### config.mk
export PLATFORM = sky130hd
export DESIGN_NAME = tli_ctrl
export DESIGN_NICKNAME = d
export VERILOG_FILES = /design/src/rtl/tli_pkg.sv /design/src/rtl/tli_ctrl.sv
export VERILOG_INCLUDE_DIRS = /design/src /design/src/rtl
export SDC_FILE = /design/constraint.sdc
export NUM_CORES = 1
export LEC_CHECK = 0
export ABC_CLOCK_PERIOD_IN_PS = 5710
export BUFFER_PORTS_ARGS = -buffer_cell sky130_fd_sc_hd__buf_2
export CAP_MARGIN = 5
export CORE_ASPECT_RATIO = 0.75
export CORE_MARGIN = 2
export CORE_UTILIZATION = 30
export DETAILED_ROUTE_END_ITERATION = 16
export PLACE_DENSITY = 0.49
export SYNTH_ARGS = -nofsm -noshare
export SYNTH_HDL_FRONTEND = slang
export SYNTH_SLANG_ARGS = --single-unit
### constraint.sdc
create_clock -name aclk -period 5.71 [get_ports aclk]
set_input_delay 0 -clock aclk [delete_from_list [all_inputs] [get_ports aclk]]
set_output_delay 0 -clock aclk [all_outputs]
set_load 0.01 [all_outputs]
### src/rtl/table_linear_interpolator_macros.svh
// Assertion macros shared by the interpolator RTL.
// Included by the modules that carry concurrent checks; no other dependencies.
`ifndef TABLE_LINEAR_INTERPOLATOR_MACROS_SVH
`define TABLE_LINEAR_INTERPOLATOR_MACROS_SVH

// Same-cycle implication, checked on every rising clock edge outside reset.
`define TLI_ASSERT_IMPL(lbl, clk, rstn, ante, cons, msg) \
    lbl: assert property (@(posedge clk) disable iff (!rstn) (ante) |-> (cons)) \
        else $error(msg);

// Next-cycle implication, checked on every rising clock edge outside reset.
`define TLI_ASSERT_NEXT(lbl, clk, rstn, ante, cons, msg) \
    lbl: assert property (@(posedge clk) disable iff (!rstn) (ante) |=> (cons)) \
        else $error(msg);

`endif

### src/rtl/tli_pkg.sv
// Shared types and constants of the table linear interpolator.
// No dependencies; used by every module of the block by scoped names.
`timescale 1ns / 1ps

package tli_pkg;

    // Command codes carried in the input tuser bit.
    localparam logic CMD_LOAD  = 1'b0;
    localparam logic CMD_QUERY = 1'b1;

    // Fixed field widths of the interface.
    localparam int IDX_W = 8;
    localparam int CFG_W = 9;

    // Reset value of the breakpoint count register.
    localparam logic [CFG_W-1:0] CFG_RESET = 9'd256;

    // Sequencer states.
    typedef enum logic [3:0] {
        ST_IDLE,
        ST_CHK_LO,
        ST_CHK_HI,
        ST_SCAN,
        ST_SUB_HQ,
        ST_SUB_QL,
        ST_SUB_D,
        ST_MUL,
        ST_DIV_CHK,
        ST_DIV,
        ST_PUSH
    } tli_state_t;

    // Operations of the shared adder.
    typedef enum logic {
        ALU_ADD,
        ALU_SUB
    } tli_alu_op_t;

    // Table access controls for one cycle.
    typedef struct packed {
        logic wr_en;
        logic abs_rd_en;
        logic val_rd_en;
    } tli_mem_req_t;

    // Finished request handed to the output register.
    typedef struct packed {
        logic valid;
        logic oor;
    } tli_res_t;

endpackage

### src/rtl/tli_ctrl.sv
// Sequencer and datapath registers of the interpolator: range checks, scan,
// shift-add multiply and restoring divide, all on the shared adder.
// Depends on tli_pkg, table_linear_interpolator_macros.svh, tli_alu and tli_table ports.
`timescale 1ns / 1ps
`include "table_linear_interpolator_macros.svh"

module tli_ctrl #(
    parameter int TABLE_DEPTH = 256,
    parameter int DATA_WIDTH  = 32,
    localparam int AW = (TABLE_DEPTH > 1) ? $clog2(TABLE_DEPTH) : 1,
    localparam int W  = 2 * DATA_WIDTH,
    localparam int CW = $clog2(DATA_WIDTH)
) (
    input  logic                        aclk,
    input  logic                        aresetn,
    input  logic [tli_pkg::CFG_W-1:0]   points_in_use,
    // Input request handshake and the fields the sequencer needs.
    input  logic                        s_tvalid,
    output logic                        s_tready,
    input  logic                        s_command,
    input  logic [tli_pkg::IDX_W-1:0]   s_entry_index,
    input  logic [DATA_WIDTH-1:0]       s_query_abscissa,
    // Table access.
    output tli_pkg::tli_mem_req_t       mem_req,
    output logic [AW-1:0]               wr_addr,
    output logic [AW-1:0]               abs_rd_addr,
    output logic [AW-1:0]               val_rd_addr,
    input  logic [DATA_WIDTH-1:0]       abs_rd_data,
    input  logic [DATA_WIDTH-1:0]       val_rd_data,
    // Shared adder.
    output tli_pkg::tli_alu_op_t        alu_op,
    output logic [W-1:0]                alu_a,
    output logic [W-1:0]                alu_b,
    input  logic [W-1:0]                alu_sum,
    input  logic                        alu_carry,
    // Finished result.
    output tli_pkg::tli_res_t           res,
    output logic [DATA_WIDTH-1:0]       res_value,
    input  logic                        out_free
);

    localparam logic [CW-1:0] CNT_LAST = CW'(DATA_WIDTH - 1);

    tli_pkg::tli_state_t state_reg, state_next;

    logic [AW-1:0]         idx_reg, idx_next;
    logic [AW-1:0]         last_reg, last_next;
    logic [CW-1:0]         cnt_reg, cnt_next;
    logic                  pass_reg, pass_next;
    logic [DATA_WIDTH-1:0] q_reg, q_next;
    logic [DATA_WIDTH-1:0] lo_reg, lo_next;
    logic [DATA_WIDTH-1:0] hi_reg, hi_next;
    logic [DATA_WIDTH-1:0] d_reg, d_next;
    logic [DATA_WIDTH-1:0] t_reg, t_next;
    logic [DATA_WIDTH-1:0] vn_reg, vn_next;
    logic [DATA_WIDTH-1:0] mplr_reg, mplr_next;
    logic [W-1:0]          mcand_reg, mcand_next;
    logic [W-1:0]          acc_reg, acc_next;
    logic [DATA_WIDTH:0]   rem_reg, rem_next;
    logic [DATA_WIDTH-1:0] res_reg, res_next;
    logic                  oor_reg, oor_next;

    logic                  ge;
    logic                  accept;
    logic                  cnt_done;
    logic [31:0]           pts_ext;
    logic [DATA_WIDTH:0]   div_shift;

    assign ge        = alu_carry;
    assign accept    = s_tvalid && s_tready;
    assign cnt_done  = (cnt_reg == CNT_LAST);
    assign pts_ext   = 32'(points_in_use);
    assign div_shift = {rem_reg[DATA_WIDTH-1:0], acc_reg[DATA_WIDTH-1]};
    assign wr_addr   = AW'(s_entry_index);
    assign res_value = res_reg;

    // Next state.
    always_comb begin
        state_next = state_reg;
        unique case (state_reg)
            tli_pkg::ST_IDLE: begin
                if (accept && s_command == tli_pkg::CMD_QUERY) begin
                    state_next = tli_pkg::ST_CHK_LO;
                end
            end
            tli_pkg::ST_CHK_LO:  state_next = ge ? tli_pkg::ST_PUSH : tli_pkg::ST_CHK_HI;
            tli_pkg::ST_CHK_HI:  state_next = ge ? tli_pkg::ST_PUSH : tli_pkg::ST_SCAN;
            tli_pkg::ST_SCAN:    state_next = ge ? tli_pkg::ST_SCAN : tli_pkg::ST_SUB_HQ;
            tli_pkg::ST_SUB_HQ:  state_next = tli_pkg::ST_SUB_QL;
            tli_pkg::ST_SUB_QL:  state_next = tli_pkg::ST_SUB_D;
            tli_pkg::ST_SUB_D:   state_next = tli_pkg::ST_MUL;
            tli_pkg::ST_MUL: begin
                if (cnt_done && pass_reg) begin
                    state_next = tli_pkg::ST_DIV_CHK;
                end
            end
            tli_pkg::ST_DIV_CHK: state_next = ge ? tli_pkg::ST_PUSH : tli_pkg::ST_DIV;
            tli_pkg::ST_DIV: begin
                if (cnt_done) begin
                    state_next = tli_pkg::ST_PUSH;
                end
            end
            tli_pkg::ST_PUSH: begin
                if (out_free) begin
                    state_next = tli_pkg::ST_IDLE;
                end
            end
            default: state_next = tli_pkg::ST_IDLE;
        endcase
    end

    // Handshake, table and adder controls for the current state.
    always_comb begin
        s_tready          = 1'b0;
        mem_req           = '0;
        abs_rd_addr       = '0;
        val_rd_addr       = '0;
        alu_op            = tli_pkg::ALU_SUB;
        alu_a             = '0;
        alu_b             = '0;
        res               = '0;
        unique case (state_reg)
            tli_pkg::ST_IDLE: begin
                s_tready          = 1'b1;
                mem_req.wr_en     = s_tvalid && (s_command == tli_pkg::CMD_LOAD)
                                    && (32'(s_entry_index) < 32'(TABLE_DEPTH));
                mem_req.abs_rd_en = 1'b1;
            end
            tli_pkg::ST_CHK_LO: begin
                alu_a             = W'(abs_rd_data);
                alu_b             = W'(q_reg);
                mem_req.abs_rd_en = 1'b1;
                abs_rd_addr       = last_reg;
            end
            tli_pkg::ST_CHK_HI: begin
                alu_a             = W'(q_reg);
                alu_b             = W'(abs_rd_data);
                mem_req.abs_rd_en = 1'b1;
                abs_rd_addr       = AW'(1);
            end
            tli_pkg::ST_SCAN: begin
                alu_a             = W'(q_reg);
                alu_b             = W'(abs_rd_data);
                mem_req.abs_rd_en = 1'b1;
                abs_rd_addr       = idx_reg + AW'(1);
            end
            tli_pkg::ST_SUB_HQ: begin
                alu_a             = W'(hi_reg);
                alu_b             = W'(q_reg);
                mem_req.val_rd_en = 1'b1;
                val_rd_addr       = idx_reg - AW'(1);
            end
            tli_pkg::ST_SUB_QL: begin
                alu_a             = W'(q_reg);
                alu_b             = W'(lo_reg);
                mem_req.val_rd_en = 1'b1;
                val_rd_addr       = idx_reg;
            end
            tli_pkg::ST_SUB_D: begin
                alu_a             = W'(hi_reg);
                alu_b             = W'(lo_reg);
            end
            tli_pkg::ST_MUL: begin
                alu_op            = tli_pkg::ALU_ADD;
                alu_a             = acc_reg;
                alu_b             = mcand_reg;
            end
            tli_pkg::ST_DIV_CHK: begin
                alu_a             = W'(acc_reg[W-1:DATA_WIDTH]);
                alu_b             = W'(d_reg);
            end
            tli_pkg::ST_DIV: begin
                alu_a             = W'(div_shift);
                alu_b             = W'(d_reg);
            end
            tli_pkg::ST_PUSH: begin
                res.valid         = 1'b1;
                res.oor           = oor_reg;
            end
            default: begin
                s_tready          = 1'b0;
            end
        endcase
    end

    // Datapath register updates.
    always_comb begin
        idx_next   = idx_reg;
        last_next  = last_reg;
        cnt_next   = cnt_reg;
        pass_next  = pass_reg;
        q_next     = q_reg;
        lo_next    = lo_reg;
        hi_next    = hi_reg;
        d_next     = d_reg;
        t_next     = t_reg;
        vn_next    = vn_reg;
        mplr_next  = mplr_reg;
        mcand_next = mcand_reg;
        acc_next   = acc_reg;
        rem_next   = rem_reg;
        res_next   = res_reg;
        oor_next   = oor_reg;
        case (state_reg)
            tli_pkg::ST_IDLE: begin
                // Latch the query and clamp the breakpoint count to the table.
                if (accept && s_command == tli_pkg::CMD_QUERY) begin
                    q_next   = s_query_abscissa;
                    oor_next = 1'b0;
                    if (pts_ext < 32'd2) begin
                        last_next = AW'(1);
                    end else if (pts_ext > 32'(TABLE_DEPTH)) begin
                        last_next = AW'(TABLE_DEPTH - 1);
                    end else begin
                        last_next = AW'(pts_ext - 32'd1);
                    end
                end
            end
            tli_pkg::ST_CHK_LO: begin
                lo_next = abs_rd_data;
                if (ge) begin
                    res_next = '0;
                    oor_next = 1'b1;
                end
            end
            tli_pkg::ST_CHK_HI: begin
                idx_next = AW'(1);
                if (ge) begin
                    res_next = '0;
                    oor_next = 1'b1;
                end
            end
            tli_pkg::ST_SCAN: begin
                // Move on while the breakpoint does not exceed the query.
                if (ge) begin
                    lo_next  = abs_rd_data;
                    idx_next = idx_reg + AW'(1);
                end else begin
                    hi_next  = abs_rd_data;
                end
            end
            tli_pkg::ST_SUB_HQ: begin
                mplr_next = alu_sum[DATA_WIDTH-1:0];
            end
            tli_pkg::ST_SUB_QL: begin
                t_next     = alu_sum[DATA_WIDTH-1:0];
                mcand_next = W'(val_rd_data);
            end
            tli_pkg::ST_SUB_D: begin
                d_next    = alu_sum[DATA_WIDTH-1:0];
                vn_next   = val_rd_data;
                acc_next  = '0;
                cnt_next  = '0;
                pass_next = 1'b0;
            end
            tli_pkg::ST_MUL: begin
                // One multiplier bit a cycle; the second pass adds v1*(q-a0) to v0*(a1-q).
                if (mplr_reg[0]) begin
                    acc_next = alu_sum;
                end
                mcand_next = mcand_reg << 1;
                mplr_next  = mplr_reg >> 1;
                cnt_next   = cnt_reg + CW'(1);
                if (cnt_done) begin
                    cnt_next = '0;
                    if (!pass_reg) begin
                        pass_next  = 1'b1;
                        mplr_next  = t_reg;
                        mcand_next = W'(vn_reg);
                    end
                end
            end
            tli_pkg::ST_DIV_CHK: begin
                // The quotient overflows exactly when the upper half reaches the divisor.
                if (ge) begin
                    res_next = '1;
                end else begin
                    rem_next = {1'b0, acc_reg[W-1:DATA_WIDTH]};
                    cnt_next = '0;
                end
            end
            tli_pkg::ST_DIV: begin
                // Restoring step: quotient bits shift into the low half of the accumulator.
                rem_next                = ge ? alu_sum[DATA_WIDTH:0] : div_shift;
                acc_next[DATA_WIDTH-1:0] = {acc_reg[DATA_WIDTH-2:0], ge};
                cnt_next                = cnt_reg + CW'(1);
                if (cnt_done) begin
                    res_next = {acc_reg[DATA_WIDTH-2:0], ge};
                end
            end
            default: begin
                idx_next = idx_reg;
            end
        endcase
    end

    // Control registers.
    always_ff @(posedge aclk) begin
        if (!aresetn) begin
            state_reg <= tli_pkg::ST_IDLE;
            idx_reg   <= '0;
            cnt_reg   <= '0;
            pass_reg  <= 1'b0;
        end else begin
            state_reg <= state_next;
            idx_reg   <= idx_next;
            cnt_reg   <= cnt_next;
            pass_reg  <= pass_next;
        end
    end

    // Payload registers.
    always_ff @(posedge aclk) begin
        last_reg  <= last_next;
        q_reg     <= q_next;
        lo_reg    <= lo_next;
        hi_reg    <= hi_next;
        d_reg     <= d_next;
        t_reg     <= t_next;
        vn_reg    <= vn_next;
        mplr_reg  <= mplr_next;
        mcand_reg <= mcand_next;
        acc_reg   <= acc_next;
        rem_reg   <= rem_next;
        res_reg   <= res_next;
        oor_reg   <= oor_next;
    end

    // An accepted query always starts with the lower range check.
    `TLI_ASSERT_NEXT(a_query_starts, aclk, aresetn, accept && s_command == tli_pkg::CMD_QUERY, state_reg == tli_pkg::ST_CHK_LO, "query did not start the range check")
    // The scan stops at or before the last breakpoint in use.
    `TLI_ASSERT_IMPL(a_scan_bound, aclk, aresetn, state_reg == tli_pkg::ST_SCAN, idx_reg <= last_reg, "scan ran past the last breakpoint")
    // The partial remainder stays below the divisor throughout the division.
    `TLI_ASSERT_IMPL(a_rem_below_div, aclk, aresetn, state_reg == tli_pkg::ST_DIV, rem_reg < {1'b0, d_reg}, "division remainder reached the divisor")

endmodule

**Word level (Yosys, flattened, before mapping)**

Index checks and enable logic that the tools add are counted.

- Logic and storage cells: 133
- Bits in registers: 443

- Add/sub/neg operators: 4
- Multiplexer cells: 48
- Reductions and logical operators: 37
- Bitwise logic cells: 2
- Order comparisons: 2
- Equality and inequality tests: 21

Operator list:

| operator | number |
|---|---|
| case mux 64 bit (6 select lines) | 1 |
| case mux 64 bit (5 select lines) | 1 |
| two-way mux 32 bit | 8 |
| case mux 32 bit (2 select lines) | 4 |
| two-way mux 64 bit | 3 |
| case mux 32 bit (3 select lines) | 2 |
| case mux 64 bit (2 select lines) | 1 |
| case mux 4 bit (11 select lines) | 1 |
| case mux 8 bit (2 select lines) | 2 |
| two-way mux 4 bit | 6 |
| case mux 8 bit (3 select lines) | 1 |
| case mux 5 bit (4 select lines) | 1 |
| inequality test 2 bit (second input constant) | 9 |
| AND reduction 2 bit | 9 |
| == test 4 x 3 -> 1 bit (second input constant) | 4 |
| two-way mux 8 bit | 2 |
| OR reduction 2 bit | 8 |
| subtractor 8 x 1 -> 8 bit (second input constant) | 2 |
| nonzero test 2 bit | 7 |
| == test 4 bit (second input constant) | 3 |
| two-way mux 5 bit | 2 |
| greater-than comparator 9 bit (second input constant) | 1 |
| < comparator 9 x 2 -> 1 bit (second input constant) | 1 |
| adder 8 x 1 -> 8 bit (second input constant) | 1 |
| 18 further kinds | 34 |

**Longest topological paths before layout**

- Depth after elaboration: 6
- Mapped depth: 8
- Depth with buffers taken out: 7

**Worst setup path after synthesis**

OpenSTA, ideal clock, no wires.

- Kind: reg-to-reg
- Start point: reg state_reg[3]
- End point: reg d_reg[0] (enable)
- Buffers on the path: 3
- Path slack: 1.497 ns
- Stages on the path, launching flop included: 6
- Arrival time: 3.725 ns
- Setup time: 0.488 ns
- Cells stage by stage: dfxtp_1 -> buf_2 -> buf_4 -> nand2b_1 -> clkbuf_1 -> nor2_1

- Cells in the longest elaborated chain, start to end: 1

RTL lines:

| what | line | text |
|---|---|---|
| start: declaration | tli_ctrl.sv:44 | `tli_pkg::tli_state_t state_reg, state_next;` |
| start signal: assignment | tli_ctrl.sv:300 | `state_reg <= tli_pkg::ST_IDLE;` |
| start signal: assignment | tli_ctrl.sv:305 | `state_reg <= state_next;` |
| == test 4 x 3 -> 1 bit | tli_ctrl.sv:204 | `case (state_reg)` |
| end signal: assignment | tli_ctrl.sv:318 | `d_reg <= d_next;` |
| end: declaration | tli_ctrl.sv:53 | `logic [DATA_WIDTH-1:0] d_reg, d_next;` |

No other way between the ends.
A chain may end at the register's enable or synchronous reset.

**Worst setup path in the final report**

- Start point: reg state_reg[0]
- End point: out alu_a[1]

- Cells in the longest elaborated chain, start to end: 3
- Elaborated cells between the ends (all ways): 12
- Those cells by class: eq/ne: 9; mux: 1; reduce/logical: 2

RTL lines:

| what | line | text |
|---|---|---|
| == test 4 x 2 -> 1 bit / == test 4 x 3 -> 1 bit (equally long branches) | tli_ctrl.sv:122 | `unique case (state_reg)` |
| OR reduction 3 bit (no line) / OR reduction 2 bit (equally long branches) | - |  |
| case mux 64 bit (6 select lines) * | tli_ctrl.sv:122 |  |
| end: declaration | tli_ctrl.sv:32 | `output logic [W-1:0] alu_a,` |

Every way passes the cells marked *; elsewhere a longest branch is shown, timed or not.

==> results by group <==
Pwr
  • Combinational power share: slightly below 30%
  • Lkg Pwr: roughly 11 nW
  • Max IR drop VDD: 0.2381 mV
  • Flop pwr share: 40.0%
  • Pint: ~0.0072 W
  • PwrDens: just over 400 nW/µm²
  • Clk pwr share: between 30% and 40%
  • Sw Share: approximately a third
  • P_sw: roughly 0.0038 W

Critical path
  • Max Fanout on Critical Path: between 40 and 50
  • Crit start category: register
  • Reg2reg setup slack: roughly 2300 ps
  • CP endpoint kind: primary output
  • Slowest stage delay, CP: 890 ps
  • Reg2Reg Depth: 5
  • Critical Path End: alu_a[1]
  • Slowest-stage cell, CP: a21oi_4
  • Critical path type: register to primary output
  • Worst Setup SP: state_reg[0]$_SDFFE_PN0P_
  • Critical Path RT: 5710 ps
  • Cells along the critical path: buf_4 > nand2b_1 > or2_1 > a21oi_4 > a221o_1 > buf_2
  • R2R Path End: acc_reg[24]$_DFFE_PP_
  • Reg-to-Reg Start: state_reg[1]$_SDFFE_PN0P_
  • Worst Path Arrival: about 3900 ps

Routing
  • Drt via density: between 5 and 6
  • M1 wire length: 37.77 mm
  • Drt wl/cell: 23.87 µm
  • Met2 Wirelength: around 32 mm
  • Max layer used: met5
  • Initial DRC count: 1985
  • Drt pass-1 iters: 6
  • Via count: approximately 17000
  • Antenna Nets Post-Route: 0
  • Post-Route WL: just under 80 mm
  • DR WL met3: approximately 6.4 mm
  • Drt drc: 0

Placement
  • Pre-CTS setup slack: 2262 ps
  • Gpl congestion: roughly 0.88
  • # port buffers: ~360
  • Detailed placement HPWL: about 53 mm

Clocking
  • Post-CTS Hold Buffers: 180
  • CTS Sinks: about 440
  • CTS tree: yes
  • Post-CTS setup buffer count: 0
  • Num CTS Buffers: 50
  • Worst-Skew Late Latency: between 600 and 700 ps
  • Post-cts resize count: 0
  • Max clock buf depth: 3
  • Clock Tree Root: clkbuf_16
  • H-tree lvl count: 2
  • Clock slew at reported path FFs: about 50 ps

STA
  • Pins Over Slew Limit: 0
  • Max Freq: 255.5 MHz
  • Final hold violations: 0
  • Slew margin rel.: around 17%
  • Endpoints failing setup: 0
  • Worst setup margin: 1795 ps
  • Unrepaired setup endpoints after global routing: false
  • Post-route setup TNS: 0 ps
  • Setup Skew: between 40 and 50 ps
  • Period utilisation layout: about two thirds
  • Worst slew pin tran: ~1200 ps
  • Tmin final: 3915 ps

Floorplanning
  • Num ports: 374
  • Die area: 72430 µm²
  • Die Ht: between 200 and 250 µm
  • Die span in x: 310.1 µm
  • Initial Utilization: between 30% and 40%
  • Core area: about 70000 µm²
  • FP Rows: 84

GRT
  • Tot GR Track Use: about 21%
  • Number of global-route vias before repair: 16000
  • First-pass GRT wire length: 110.8 mm
  • Antenna violations before repair: 12
  • Maximum number of pins on one net before global-route repair: 110
  • Grt total ovfl: 0

Synthesis
  • Top-area cell type share of the netlist area: roughly three fifths
  • Avg Synthesized Cell Area: around 12 µm²
  • FF+latch count, synth: 443
  • Ys async rst share: 0%
  • Main synth FF type: edfxtp_1
  • Number of synthesized flops with an enable pin: ~430
  • Syn Nets: ~2000
  • Post-synthesis cell count: between 1500 and 2000
  • Most area-consuming cells after synthesis: edfxtp_1 (61%), nand2_1 (5.6%), a22oi_1 (3.0%), and2_1 (2.9%), nor2_1 (2.3%)
  • Yosys warnings: 0
  • Sequential area share after synthesis: between 60% and 70%
  • Count leader, synth: edfxtp_1
  • Synth cell types: 63
  • Most frequent cells after synthesis: edfxtp_1 (425), nand2_1 (314), nor2_1 (129)
  • Yosys top cell by area: edfxtp_1
  • Post-synthesis cell area: 21080 µm²

Final layout
  • Layout cell share with drive strength beyond 1: 22.83%
  • Fillers: 6806
  • Layout Nets: 2451
  • Post-layout util: just under 40%
  • Layout area overhead: 28.76%

Worst hold path
  • Worst hold path class: primary input to primary output
  • Hold Crit Depth: 0

Status
  • Outcome: complete, no violations

Run
  • Max_cap viols: 0
## routing by layer
metal  vias to the layer above  track usage (%)
met5                         -                0
met4                         4            4.469
met3                       101            4.727
met2                       722            28.58
met1                      8533            32.45
li1                       7666                -
## critical path, delay by kind of cell (launching register included)
family	cells	cell delay, ps
AO/OA/AOI/OAI	2	1380
buffers and inverters	2	780
flip-flops	1	730
AND/OR/NAND/NOR	2	390
## cells by family (layout without fill, tap and decap cells)
group | after synthesis | count (layout) | synth area share (%)
AOI/OAI and AO/OA | 405 | 405 | 13.65
xor gates and xnor gates | 16 | 16 | 0.6648
adders and majority gates | 5 | 5 | 0.2968
buffers and inverters | 176 | 670 | 3.745
DFF | 443 | 443 | 62.25
muxes | 79 | 79 | 3.947
other | 0 | 7 | 0
and+or+nand+nor | 686 | 686 | 15.45
## power by group through the flow
stage                     sequential (W)  combinational [W]  clock [W]
after CTS                        0.00436            0.00322    0.00340
after detailed placement         0.00442            0.00311          0
after floorplan                  0.00420            0.00193          0
after global placement           0.00442            0.00308          0
final                            0.00437            0.00322    0.00333
after global routing             0.00440            0.00345    0.00352
## worst min-delay path by stage
stage | from | endpoint | slack (ps)
after floorplan | s_entry_index[0] | wr_addr[0] | 90
after global placement | s_entry_index[1] | wr_addr[1] | 0.07
after detailed placement | s_entry_index[1] | wr_addr[1] | 0.07
after CTS | s_entry_index[1] | wr_addr[1] | 0.07
after global routing | s_entry_index[3] | wr_addr[3] | 0.06
final | s_entry_index[1] | wr_addr[1] | 0.02
## final cells by class
class / count / area, µm² / area share, %
antenna: 7 / 17.52 / 0.06453
clock buffer: 60 / 1310 / 4.826
clock inverter: 33 / 364.1 / 1.341
inverter: 15 / 56.30 / 0.2074
multi-input combinational: 1191 / 7286 / 26.84
sequential: 443 / 13140 / 48.40
tap: 946 / 1184 / 4.361
timing repair buffer: 562 / 3789 / 13.96
## metrics by stage
stage | hold slack, ps | power (W) | cell area (µm²) | instances
after floorplan | 91.77 | 0.006127 | 21080 | 1810
after global placement | 0.06862 | 0.007501 | 23650 | 2977
after detailed placement | 0.06862 | 0.007524 | 23650 | 2977
after CTS | 0.06862 | 0.01098 | 27130 | 3250
after global routing | 0.06003 | 0.01136 | 27140 | 3254
final | 0.01760 | 0.01092 | 27140 | 3257
## cells in the final DEF, fill, tap and decap left out, types with 8 or more instances in the layout
cell type	synthesis	routed
dfxtp_1	18	14
clkbuf_1	77	9
a2bb2oi_1	33	33
and2_1	99	99
o21ai_0	24	24
xor2_1	8	8
clkinv_1	0	8
buf_4	12	24
dlygate4sd3_1	0	180
edfxtp_1	425	425
clkinv_2	0	10
a221o_1	32	32
nand2_1	314	314
a22oi_1	85	85
buf_2	67	357
xnor2_1	8	8
nor2b_1	24	20
o22ai_1	21	21
a21oi_1	75	72
nand2b_1	10	9
nor2_1	129	124
mux2i_1	46	46
mux2_2	33	33
and3_1	54	53
clkbuf_16	0	51
inv_1	14	14
nand3_1	9	9
a31oi_1	65	65
a22o_1	14	14
o221ai_1	32	32
No activity file was read; power rests on OpenSTA's default activity.
